==> src/rtl/pds_pkg.sv <==
// Shared types and constants for the periodic deadline scheduler.
`timescale 1ns / 1ps

package pds_pkg;

  localparam int unsigned COMP_W      = 8;
  localparam int unsigned DEST_W      = 16;
  localparam int unsigned PER_W       = 16;
  localparam int unsigned TIME_W      = 32;
  localparam int unsigned MAX_RESULTS = 16;
  localparam int unsigned CNT_W       = $clog2(MAX_RESULTS + 1);

  typedef enum logic [1:0] {
    KIND_REGISTER = 2'd0,
    KIND_REMOVE   = 2'd1,
    KIND_TICK     = 2'd2,
    KIND_NOP      = 2'd3
  } kind_e;

  typedef enum logic [2:0] {
    ST_REGISTERED = 3'd0,
    ST_FULL       = 3'd1,
    ST_REMOVED    = 3'd2,
    ST_NOT_FOUND  = 3'd3,
    ST_FIRED      = 3'd4,
    ST_NOTHING    = 3'd5
  } status_e;

  typedef enum logic [1:0] {
    S_IDLE,
    S_SCAN,
    S_COMMIT,
    S_FLUSH
  } state_e;

  typedef struct packed {
    logic [COMP_W-1:0] comp;
    logic [DEST_W-1:0] dest;
    logic [PER_W-1:0]  per;
    logic [TIME_W-1:0] due;
  } row_t;

  // Controller to datapath.
  typedef struct packed {
    logic load;
    logic scan_init;
    logic scan_run;
    logic commit;
    logic flush;
  } pds_cmd_t;

  // Datapath to controller.
  typedef struct packed {
    logic scan_done;
    logic out_free;
    logic tick_pick;
    logic pick_limit;
  } pds_sts_t;

endpackage

==> src/rtl/pds_ctrl.sv <==
// Sequencing state machine of the periodic deadline scheduler.
`timescale 1ns / 1ps

module pds_ctrl import pds_pkg::*; (
  input  logic        clk_i,
  input  logic        rst_ni,
  input  logic        in_valid_i,
  input  logic [1:0]  kind_i,
  input  pds_sts_t    sts_i,
  output logic        in_ready_o,
  output pds_cmd_t    cmd_o
);

  state_e state_q, state_d;

  always_ff @(posedge clk_i or negedge rst_ni) begin
    if (!rst_ni) begin
      state_q <= S_IDLE;
    end else begin
      state_q <= state_d;
    end
  end

  always_comb begin
    state_d = state_q;
    case (state_q)
      S_IDLE: begin
        if (in_valid_i && (kind_e'(kind_i) != KIND_NOP)) begin
          state_d = S_SCAN;
        end
      end
      S_SCAN: begin
        if (sts_i.scan_done) begin
          state_d = S_COMMIT;
        end
      end
      S_COMMIT: begin
        if (sts_i.out_free) begin
          if (sts_i.tick_pick) begin
            state_d = sts_i.pick_limit ? S_FLUSH : S_SCAN;
          end else begin
            state_d = S_IDLE;
          end
        end
      end
      S_FLUSH: begin
        if (sts_i.out_free) begin
          state_d = S_IDLE;
        end
      end
      default: state_d = S_IDLE;
    endcase
  end

  always_comb begin
    in_ready_o = 1'b0;
    cmd_o      = '0;
    case (state_q)
      S_IDLE: begin
        in_ready_o = 1'b1;
        cmd_o.load = in_valid_i;
      end
      S_SCAN: begin
        cmd_o.scan_run = 1'b1;
      end
      S_COMMIT: begin
        cmd_o.commit    = sts_i.out_free;
        // Another pass looks for the next due entry after this one.
        cmd_o.scan_init = sts_i.out_free && sts_i.tick_pick && !sts_i.pick_limit;
      end
      S_FLUSH: begin
        cmd_o.flush = sts_i.out_free;
      end
      default: begin
        in_ready_o = 1'b0;
      end
    endcase
  end

endmodule

==> src/rtl/pds_datapath.sv <==
// Slot table, time counter, scan compare stage and result register.
`timescale 1ns / 1ps

module pds_datapath import pds_pkg::*; #(
  parameter int unsigned ENTRIES = 16
) (
  input  logic              clk_i,
  input  logic              rst_ni,
  input  pds_cmd_t          cmd_i,
  input  logic [1:0]        kind_i,
  input  logic [COMP_W-1:0] component_i,
  input  logic [DEST_W-1:0] destination_i,
  input  logic [PER_W-1:0]  period_i,
  input  logic              out_ready_i,
  output pds_sts_t          sts_o,
  output logic              out_valid_o,
  output logic [2:0]        status_o,
  output logic [COMP_W-1:0] fired_component_o,
  output logic [DEST_W-1:0] fired_destination_o,
  output logic              last_o
);

  localparam int unsigned IDX_W  = (ENTRIES > 1) ? $clog2(ENTRIES) : 1;
  localparam int unsigned SCAN_W = $clog2(ENTRIES + 1);
  localparam int unsigned KEY_W  = COMP_W + DEST_W + IDX_W;
  localparam logic [SCAN_W-1:0] SCAN_END = SCAN_W'(ENTRIES);

  // Control state.
  kind_e              op_q;
  logic [TIME_W-1:0]  now_q;
  logic [ENTRIES-1:0] valid_q;
  logic [SCAN_W-1:0]  scan_idx_q;
  logic               rd_vld_q;
  logic               best_found_q;
  logic               prev_found_q;
  logic [CNT_W-1:0]   fire_cnt_q;
  logic               pend_vld_q;
  logic               out_valid_q;

  // Payload state.
  logic [COMP_W-1:0]  req_comp_q;
  logic [DEST_W-1:0]  req_dest_q;
  logic [PER_W-1:0]   req_per_q;
  row_t               slot_mem_q [ENTRIES];
  logic [IDX_W-1:0]   rd_idx_q;
  row_t               rd_row_q;
  logic [IDX_W-1:0]   best_idx_q;
  row_t               best_row_q;
  logic [TIME_W-1:0]  best_dist_q;
  logic [KEY_W-1:0]   prev_key_q;
  logic [COMP_W-1:0]  pend_comp_q;
  logic [DEST_W-1:0]  pend_dest_q;
  status_e            out_status_q;
  logic [COMP_W-1:0]  out_comp_q;
  logic [DEST_W-1:0]  out_dest_q;
  logic               out_last_q;

  logic               issue;
  logic [IDX_W-1:0]   rd_addr;
  logic               cand_valid;
  logic [KEY_W-1:0]   cand_key;
  logic [KEY_W-1:0]   best_key;
  logic [TIME_W-1:0]  cand_dist;
  logic [TIME_W-1:0]  elapsed;
  logic               take;
  logic               mem_we;
  row_t               mem_wdata;
  logic               emit;
  status_e            emit_status;
  logic [COMP_W-1:0]  emit_comp;
  logic [DEST_W-1:0]  emit_dest;
  logic               emit_last;

  assign issue      = cmd_i.scan_run && (scan_idx_q < SCAN_END);
  assign rd_addr    = scan_idx_q[IDX_W-1:0];
  assign cand_valid = valid_q[rd_idx_q];
  assign cand_key   = {rd_row_q.comp, rd_row_q.dest, rd_idx_q};
  assign best_key   = {best_row_q.comp, best_row_q.dest, best_idx_q};
  assign cand_dist  = rd_row_q.due - now_q;
  assign elapsed    = now_q - rd_row_q.due;

  // Compare stage: decides whether the slot just read replaces the best so far.
  always_comb begin
    take = 1'b0;
    case (op_q)
      KIND_REGISTER: begin
        take = !cand_valid && !best_found_q;
      end
      KIND_REMOVE: begin
        take = cand_valid && (rd_row_q.comp == req_comp_q) &&
               (rd_row_q.dest == req_dest_q) &&
               (!best_found_q || (cand_dist < best_dist_q));
      end
      KIND_TICK: begin
        // Due entries are picked in key order, one per pass, each after the last pick.
        take = cand_valid && !elapsed[TIME_W-1] &&
               (!prev_found_q || (cand_key > prev_key_q)) &&
               (!best_found_q || (cand_key < best_key));
      end
      default: take = 1'b0;
    endcase
    take = take && rd_vld_q && cmd_i.scan_run;
  end

  always_comb begin
    mem_we    = 1'b0;
    mem_wdata = best_row_q;
    if (cmd_i.commit && best_found_q) begin
      if (op_q == KIND_REGISTER) begin
        mem_we         = 1'b1;
        mem_wdata.comp = req_comp_q;
        mem_wdata.dest = req_dest_q;
        mem_wdata.per  = req_per_q;
        mem_wdata.due  = now_q + TIME_W'(req_per_q);
      end else if (op_q == KIND_TICK) begin
        mem_we        = 1'b1;
        mem_wdata.due = best_row_q.due + TIME_W'(best_row_q.per);
      end
    end
  end

  always_comb begin
    emit        = 1'b0;
    emit_status = ST_NOTHING;
    emit_comp   = req_comp_q;
    emit_dest   = req_dest_q;
    emit_last   = 1'b1;
    if (cmd_i.flush) begin
      emit        = 1'b1;
      emit_status = ST_FIRED;
      emit_comp   = pend_comp_q;
      emit_dest   = pend_dest_q;
    end else if (cmd_i.commit) begin
      case (op_q)
        KIND_REGISTER: begin
          emit        = 1'b1;
          emit_status = best_found_q ? ST_REGISTERED : ST_FULL;
        end
        KIND_REMOVE: begin
          emit        = 1'b1;
          emit_status = best_found_q ? ST_REMOVED : ST_NOT_FOUND;
        end
        KIND_TICK: begin
          // A fired entry leaves only once it is known whether another follows.
          emit        = pend_vld_q;
          emit_status = ST_FIRED;
          emit_comp   = pend_comp_q;
          emit_dest   = pend_dest_q;
          emit_last   = !best_found_q;
          if (!pend_vld_q && !best_found_q) begin
            emit        = 1'b1;
            emit_status = ST_NOTHING;
            emit_comp   = '0;
            emit_dest   = '0;
          end
        end
        default: emit = 1'b0;
      endcase
    end
  end

  always_ff @(posedge clk_i or negedge rst_ni) begin
    if (!rst_ni) begin
      op_q         <= KIND_NOP;
      now_q        <= '0;
      valid_q      <= '0;
      scan_idx_q   <= '0;
      rd_vld_q     <= 1'b0;
      best_found_q <= 1'b0;
      prev_found_q <= 1'b0;
      fire_cnt_q   <= '0;
      pend_vld_q   <= 1'b0;
      out_valid_q  <= 1'b0;
    end else begin
      if (cmd_i.load) begin
        op_q         <= kind_e'(kind_i);
        fire_cnt_q   <= '0;
        prev_found_q <= 1'b0;
        pend_vld_q   <= 1'b0;
        if (kind_e'(kind_i) == KIND_TICK) begin
          now_q <= now_q + 1'b1;
        end
      end
      if (cmd_i.load || cmd_i.scan_init) begin
        scan_idx_q   <= '0;
        rd_vld_q     <= 1'b0;
        best_found_q <= 1'b0;
      end else if (cmd_i.scan_run) begin
        rd_vld_q <= issue;
        if (issue) begin
          scan_idx_q <= scan_idx_q + 1'b1;
        end
        if (take) begin
          best_found_q <= 1'b1;
        end
      end
      if (cmd_i.commit && best_found_q) begin
        case (op_q)
          KIND_REGISTER: valid_q[best_idx_q] <= 1'b1;
          KIND_REMOVE:   valid_q[best_idx_q] <= 1'b0;
          KIND_TICK: begin
            fire_cnt_q   <= fire_cnt_q + 1'b1;
            prev_found_q <= 1'b1;
            pend_vld_q   <= 1'b1;
          end
          default: pend_vld_q <= pend_vld_q;
        endcase
      end
      if (emit) begin
        out_valid_q <= 1'b1;
      end else if (out_ready_i) begin
        out_valid_q <= 1'b0;
      end
    end
  end

  always_ff @(posedge clk_i) begin
    if (cmd_i.load) begin
      req_comp_q <= component_i;
      req_dest_q <= destination_i;
      req_per_q  <= (period_i == '0) ? PER_W'(1) : period_i;
    end
    if (issue) begin
      rd_idx_q <= rd_addr;
      rd_row_q <= slot_mem_q[rd_addr];
    end
    if (mem_we) begin
      slot_mem_q[best_idx_q] <= mem_wdata;
    end
    if (take) begin
      best_idx_q  <= rd_idx_q;
      best_row_q  <= rd_row_q;
      best_dist_q <= cand_dist;
    end
    if (cmd_i.commit && best_found_q && (op_q == KIND_TICK)) begin
      prev_key_q  <= best_key;
      pend_comp_q <= best_row_q.comp;
      pend_dest_q <= best_row_q.dest;
    end
    if (emit) begin
      out_status_q <= emit_status;
      out_comp_q   <= emit_comp;
      out_dest_q   <= emit_dest;
      out_last_q   <= emit_last;
    end
  end

  assign sts_o.scan_done  = (scan_idx_q == SCAN_END) && !rd_vld_q;
  assign sts_o.out_free   = !out_valid_q || out_ready_i;
  assign sts_o.tick_pick  = (op_q == KIND_TICK) && best_found_q;
  assign sts_o.pick_limit = (fire_cnt_q == CNT_W'(MAX_RESULTS - 1));

  assign out_valid_o         = out_valid_q;
  assign status_o            = out_status_q;
  assign fired_component_o   = out_comp_q;
  assign fired_destination_o = out_dest_q;
  assign last_o              = out_last_q;

endmodule

==> src/rtl/periodic_deadline_scheduler_core.sv <==
// Top level of the periodic deadline scheduler.
//
//   channel | direction | handshake             | payload
//   --------+-----------+-----------------------+--------------------------------------
//   in      | input     | in_valid_i/in_ready_o | kind_i, component_i, destination_i,
//           |           |                       | period_i
//   out     | output    | out_valid_o/          | status_o, fired_component_o,
//           |           | out_ready_i           | fired_destination_o, last_o
//
// Register and remove items make one pass over the slot memory through its single
// registered read port, then one commit step.
// A tick makes one pass and one commit per fired entry, since each pass finds the next
// due entry in order, and then a final pass that finds none; when MAX_RESULTS entries
// fire, a flush step takes the place of that final pass.
// Reset clears the valid bits and the time counter at once; no clearing pass.
// A stalled output holds the commit until the result register frees; the next
// item is taken while the final result of the previous one still waits.
`timescale 1ns / 1ps

module periodic_deadline_scheduler_core import pds_pkg::*; #(
  parameter int unsigned ENTRIES = 16
) (
  input  logic              clk_i,
  input  logic              rst_ni,
  input  logic              in_valid_i,
  output logic              in_ready_o,
  input  logic [1:0]        kind_i,
  input  logic [COMP_W-1:0] component_i,
  input  logic [DEST_W-1:0] destination_i,
  input  logic [PER_W-1:0]  period_i,
  output logic              out_valid_o,
  input  logic              out_ready_i,
  output logic [2:0]        status_o,
  output logic [COMP_W-1:0] fired_component_o,
  output logic [DEST_W-1:0] fired_destination_o,
  output logic              last_o
);

  pds_cmd_t cmd;
  pds_sts_t sts;

  pds_ctrl u_ctrl (
    .clk_i      (clk_i),
    .rst_ni     (rst_ni),
    .in_valid_i (in_valid_i),
    .kind_i     (kind_i),
    .sts_i      (sts),
    .in_ready_o (in_ready_o),
    .cmd_o      (cmd)
  );

  pds_datapath #(
    .ENTRIES (ENTRIES)
  ) u_datapath (
    .clk_i               (clk_i),
    .rst_ni              (rst_ni),
    .cmd_i               (cmd),
    .kind_i              (kind_i),
    .component_i         (component_i),
    .destination_i       (destination_i),
    .period_i            (period_i),
    .out_ready_i         (out_ready_i),
    .sts_o               (sts),
    .out_valid_o         (out_valid_o),
    .status_o            (status_o),
    .fired_component_o   (fired_component_o),
    .fired_destination_o (fired_destination_o),
    .last_o              (last_o)
  );

endmodule
==> config.mk <==
export PLATFORM = sky130hd
export DESIGN_NAME = periodic_deadline_scheduler_core
export DESIGN_NICKNAME = d
export VERILOG_FILES = /design/src/rtl/pds_pkg.sv /design/src/rtl/pds_ctrl.sv /design/src/rtl/pds_datapath.sv /design/src/rtl/periodic_deadline_scheduler_core.sv
export SDC_FILE = /design/constraint.sdc
export NUM_CORES = 2
export LEC_CHECK = 0
export BUFFER_PORTS_ARGS = -buffer_cell sky130_fd_sc_hd__buf_2
export CORE_ASPECT_RATIO = 1.4
export CORE_UTILIZATION = 50
export CTS_BUF_LIST = sky130_fd_sc_hd__clkbuf_8
export CTS_CLUSTER_SIZE = 16
export DETAILED_ROUTE_END_ITERATION = 10
export GPL_ROUTABILITY_DRIVEN = 0
export PLACE_DENSITY = 0.66
export SYNTH_ARGS = -nofsm -noshare
export SYNTH_HDL_FRONTEND = slang
export SYNTH_SLANG_ARGS = --single-unit
==> constraint.sdc <==
create_clock -name clk_i -period 21.1 [get_ports clk_i]
set_clock_uncertainty 0.05 [all_clocks]
set_input_delay 1.055 -clock clk_i [delete_from_list [all_inputs] [get_ports clk_i]]
set_output_delay 1.055 -clock clk_i [all_outputs]
set_load 0.005 [all_outputs]
==> flow_summary.yaml <==
cells_and_area:
  nets: 4451
  drive_above_1_share_pct: 17.1
  area_delta_synth_final_pct: 10.5
detailed_routing:
  first_pass_iters: 7
  wirelength_mm: 160
  drt_iter0_drc: 3551
  wl_per_cell_um: 26.4
  avgViaCountPerCell: 6.04
  antenna_left: 0
  drc: 0
  vias: 36445
timing:
  setup_viol: 0
  setup_slack_ns: 15.33
  final_max_slew_viol_count: 0
  max_slew_margin_pct: 6.58
  fin_crit_ns: 5.77
  rsz0062_at_grt: "no"
  timing.final.crit_share_pct: 27.4
  finalHoldViolCount: 0
  worst_pin_slew_ns: 1.40
  tns_ns: 0
  max_freq_mhz: 173
clock_network:
  cts.repair.resized: 0
  path_clk_slew_ns: 0.07
  clock_latency_ns: 0.92
  cts.path.max_buffers: 3
  cts-root-buf: "clkbuf_8"
  cts_tree: "built"
  h-tree-depth: 4
  post_cts_buffers: 0
  cts_made_buffers: 208
  cts.sinks: 1499
logic_synthesis:
  syn-instance-count: 4007
  synthFlopType: "edfxtp_1"
  netlist_area_um2: 63900
  seq_area_frac_synth_pct: 69.9
  syn_nets: 4241
  synth_area_per_cell_um2: 15.9
  ys_warn_count: 0
  yosysUniqueCellTypes: 80
  synth-edff-count: 1432
  synth-seq-cells: 1499
  async_flop_share_pct: 4.47
power:
  pwr-share-comb_pct: 26.5
  swShare_pct: 32.1
  peakVddDrop_mv: 0.0702
  p_clk_share_pct: 26.7
  p_sw_w: 0.00262
  power.share.sequential_pct: 46.8
  power.density_nw_per_um2: 115
  p_leak_nw: 24.6
  internal-power_w: 0.00553
min_path:
  hold_class: "primary input to register"
global_route:
  antenna_found_initial: 4
  track_usage_pct: 24.6
  grt_pass1_vias: 36211
  grt_pass1_wl_mm: 234
  overflow: 0
  grt_max_degree: 89
setup_path:
  start_kind: "register"
  worstPathArrival_ns: 6.25
  crit_type: "register to register"
  crit_path_end_kind: "register"
  crit_required_ns: 21.58
  critPathMaxFanout: 63
  rrSetupSlack_ns: 15.33
floorplan:
  initial_utilization_pct: 50.6
  die-area_um2: 129000
  rows: 154
  die_y_um: 425
  die_w_um: 304
  pin_count: 76
  core_area_um2: 126000
placed_design:
  dp_slack_ns: 15.40
  place_hpwl_mm: 94.1
  numPortBuffers: 75
run_status:
  status: "finished, final reports clean"
job:
  drv_cap: 0
[layout make-up]
| class | count | area (um^2) |
|---|---|---|
| multi-input cells | 2141 | 18000 |
| repair buffers | 182 | 1200 |
| inverters | 185 | 694 |
| clock buffers | 216 | 2970 |
| well taps | 1638 | 2050 |
| clock inverters | 168 | 1040 |
| flip-flops and latches | 1499 | 44700 |
| fillers | 9818 | 55800 |
| diodes | 2 | 5.00 |
[synth_stat cells, drive strengths merged (10+ instances only)]
library cell	number	area (um^2)
edfxtp	1432	43000
nand2	257	967
o21ai	241	1210
mux2i	228	2280
ha	185	2310
inv	185	694
a21oi	178	891
mux4	149	3360
clkbuf	147	552
nor2	100	378
mux2	89	1000
xnor2	85	752
a22oi	75	563
a221oi	74	648
dfrtp	65	1630
a21o	50	375
nand3	45	238
nor3	40	200
nand4	37	238
buf	35	149
xor2	32	280
a22o	25	219
nor4	24	171
and3	19	124
nor2b	18	113
o21a	16	120
nand2b	14	87.6
a211oi	13	97.6
a31oi	12	75.1
o21bai	12	90.1
o31ai	12	90.1
or3	12	85.1
o211ai	10	75.1
[worst max-delay path, stage by stage (launching register included)]
cell and delay, ns:
dfrtp_1 0.48, ha_1 0.21, inv_1 0.06, fa_1 0.42, a21o_1 0.19, a21oi_1 0.28, o21ai_0 0.26, nand3_1 0.22
nand4_1 0.18, a41oi_1 0.34, o21ai_0 0.14, xnor2_1 0.17, ha_1 0.29, and4_1 0.22, nand2_1 0.08, or4_1 0.55
o31ai_1 0.27, nor4_1 0.08, a31o_2 0.27, nand2_1 0.11, o21ai_4 0.07, buf_4 0.37
[power groups by stage]
stage	clock, W	sequential, W	combinational, W
2_1_floorplan	0	0.00375	0.00155
3_5_place_dp	0	0.00387	0.00216
5_1_grt	0.00234	0.00382	0.00236
3_3_place_gp	0	0.00387	0.00213
4_1_cts	0.00222	0.00381	0.00217
6_report	0.00218	0.00381	0.00216
[per-layer routing]
metal,GRT usage [%],part of all wire [%]
met2,40.8,49
met4,6.38,2.0
met5,0,0.0082
met3,3.92,6.9
met1,33.9,42
[what timing repair did]
action | CTS | global route
hold buffers | 1 | 0
setup endpoints to repair | 0 | 0
endpoints found under the hold margin | 10 | 0
[kinds of logic after synthesis]
family | after synthesis | synth area share (%)
DFF | 1499 | 69.9
AOI/OAI and AO/OA | 765 | 7.62
and+or+nand+nor | 605 | 4.55
muxes | 466 | 10.4
buffers and inverters | 367 | 2.18
adders and majority gates | 188 | 3.72
xor gates and xnor gates | 117 | 1.62
[state kept, by name, summed over array words and instances, names as in the netlist, 16 cells and up, named ones only]
register                        cells
u_datapath.prev_key_q              20
u_datapath.best_row_q              48
u_datapath.best_key                24
u_datapath.now_q                   32
u_datapath.slot_mem_q            1152
u_datapath.rd_row_q                48
u_datapath.req_dest_q              16
u_datapath.fired_destination_o     16
u_datapath.req_per_q               16
u_datapath.best_dist_q             32
u_datapath.cand_key                24
[metrics by stage]
step / hold WS (ns) / total power, W / util [%] / cells / cell area [um^2]
2_1_floorplan: 0.350 / 0.00530 / - / 4007 / 63900
3_3_place_gp: 0.380 / 0.00600 / 52.7 / 5643 / 66600
3_5_place_dp: 0.385 / 0.00603 / 52.7 / 5643 / 66600
4_1_cts: 0.166 / 0.00819 / 55.9 / 6028 / 70600
5_1_grt: 0.194 / 0.00852 / 55.9 / 6030 / 70600
6_report: 0.263 / 0.00815 / 55.9 / 6031 / 70600
[cell usage in the layout (no fill, tap or decap), types with 25 or more instances in the layout]
cell type	netlist	layout
nand4_1	36	36
nand3_1	44	44
a221oi_1	74	74
mux4_2	149	149
inv_1	185	240
xnor2_1	84	84
clkinv_1	0	53
nand2_1	256	254
buf_4	0	104
clkinv_2	0	35
dfrtp_1	65	61
nor2_1	99	84
mux2_2	89	89
o21ai_0	240	233
clkbuf_8	0	217
a21o_1	50	50
a21oi_1	178	177
a22oi_1	75	75
ha_1	185	185
mux2i_1	228	228
buf_2	2	75
edfxtp_1	1432	1432
nor3_1	40	36
xor2_1	32	32
a22o_1	25	25
[path summary, 6_finish.rpt]
kind,start,to,depth (start not counted)
hold / removal,component_i[1],u_datapath.req_comp_q[1],1
min in group asynchronous,rst_ni,asynchronous set/reset pin,2
hold reg to reg,u_datapath.best_key[12],u_datapath.prev_key_q[12],0
setup / recovery,u_datapath.now_q[0],u_datapath.best_row_q[39],21
setup reg to reg,u_datapath.now_q[0],u_datapath.best_row_q[39],21
max in group asynchronous,rst_ni,u_datapath.scan_idx_q[1],3
Power figures use the tool's default switching activity.
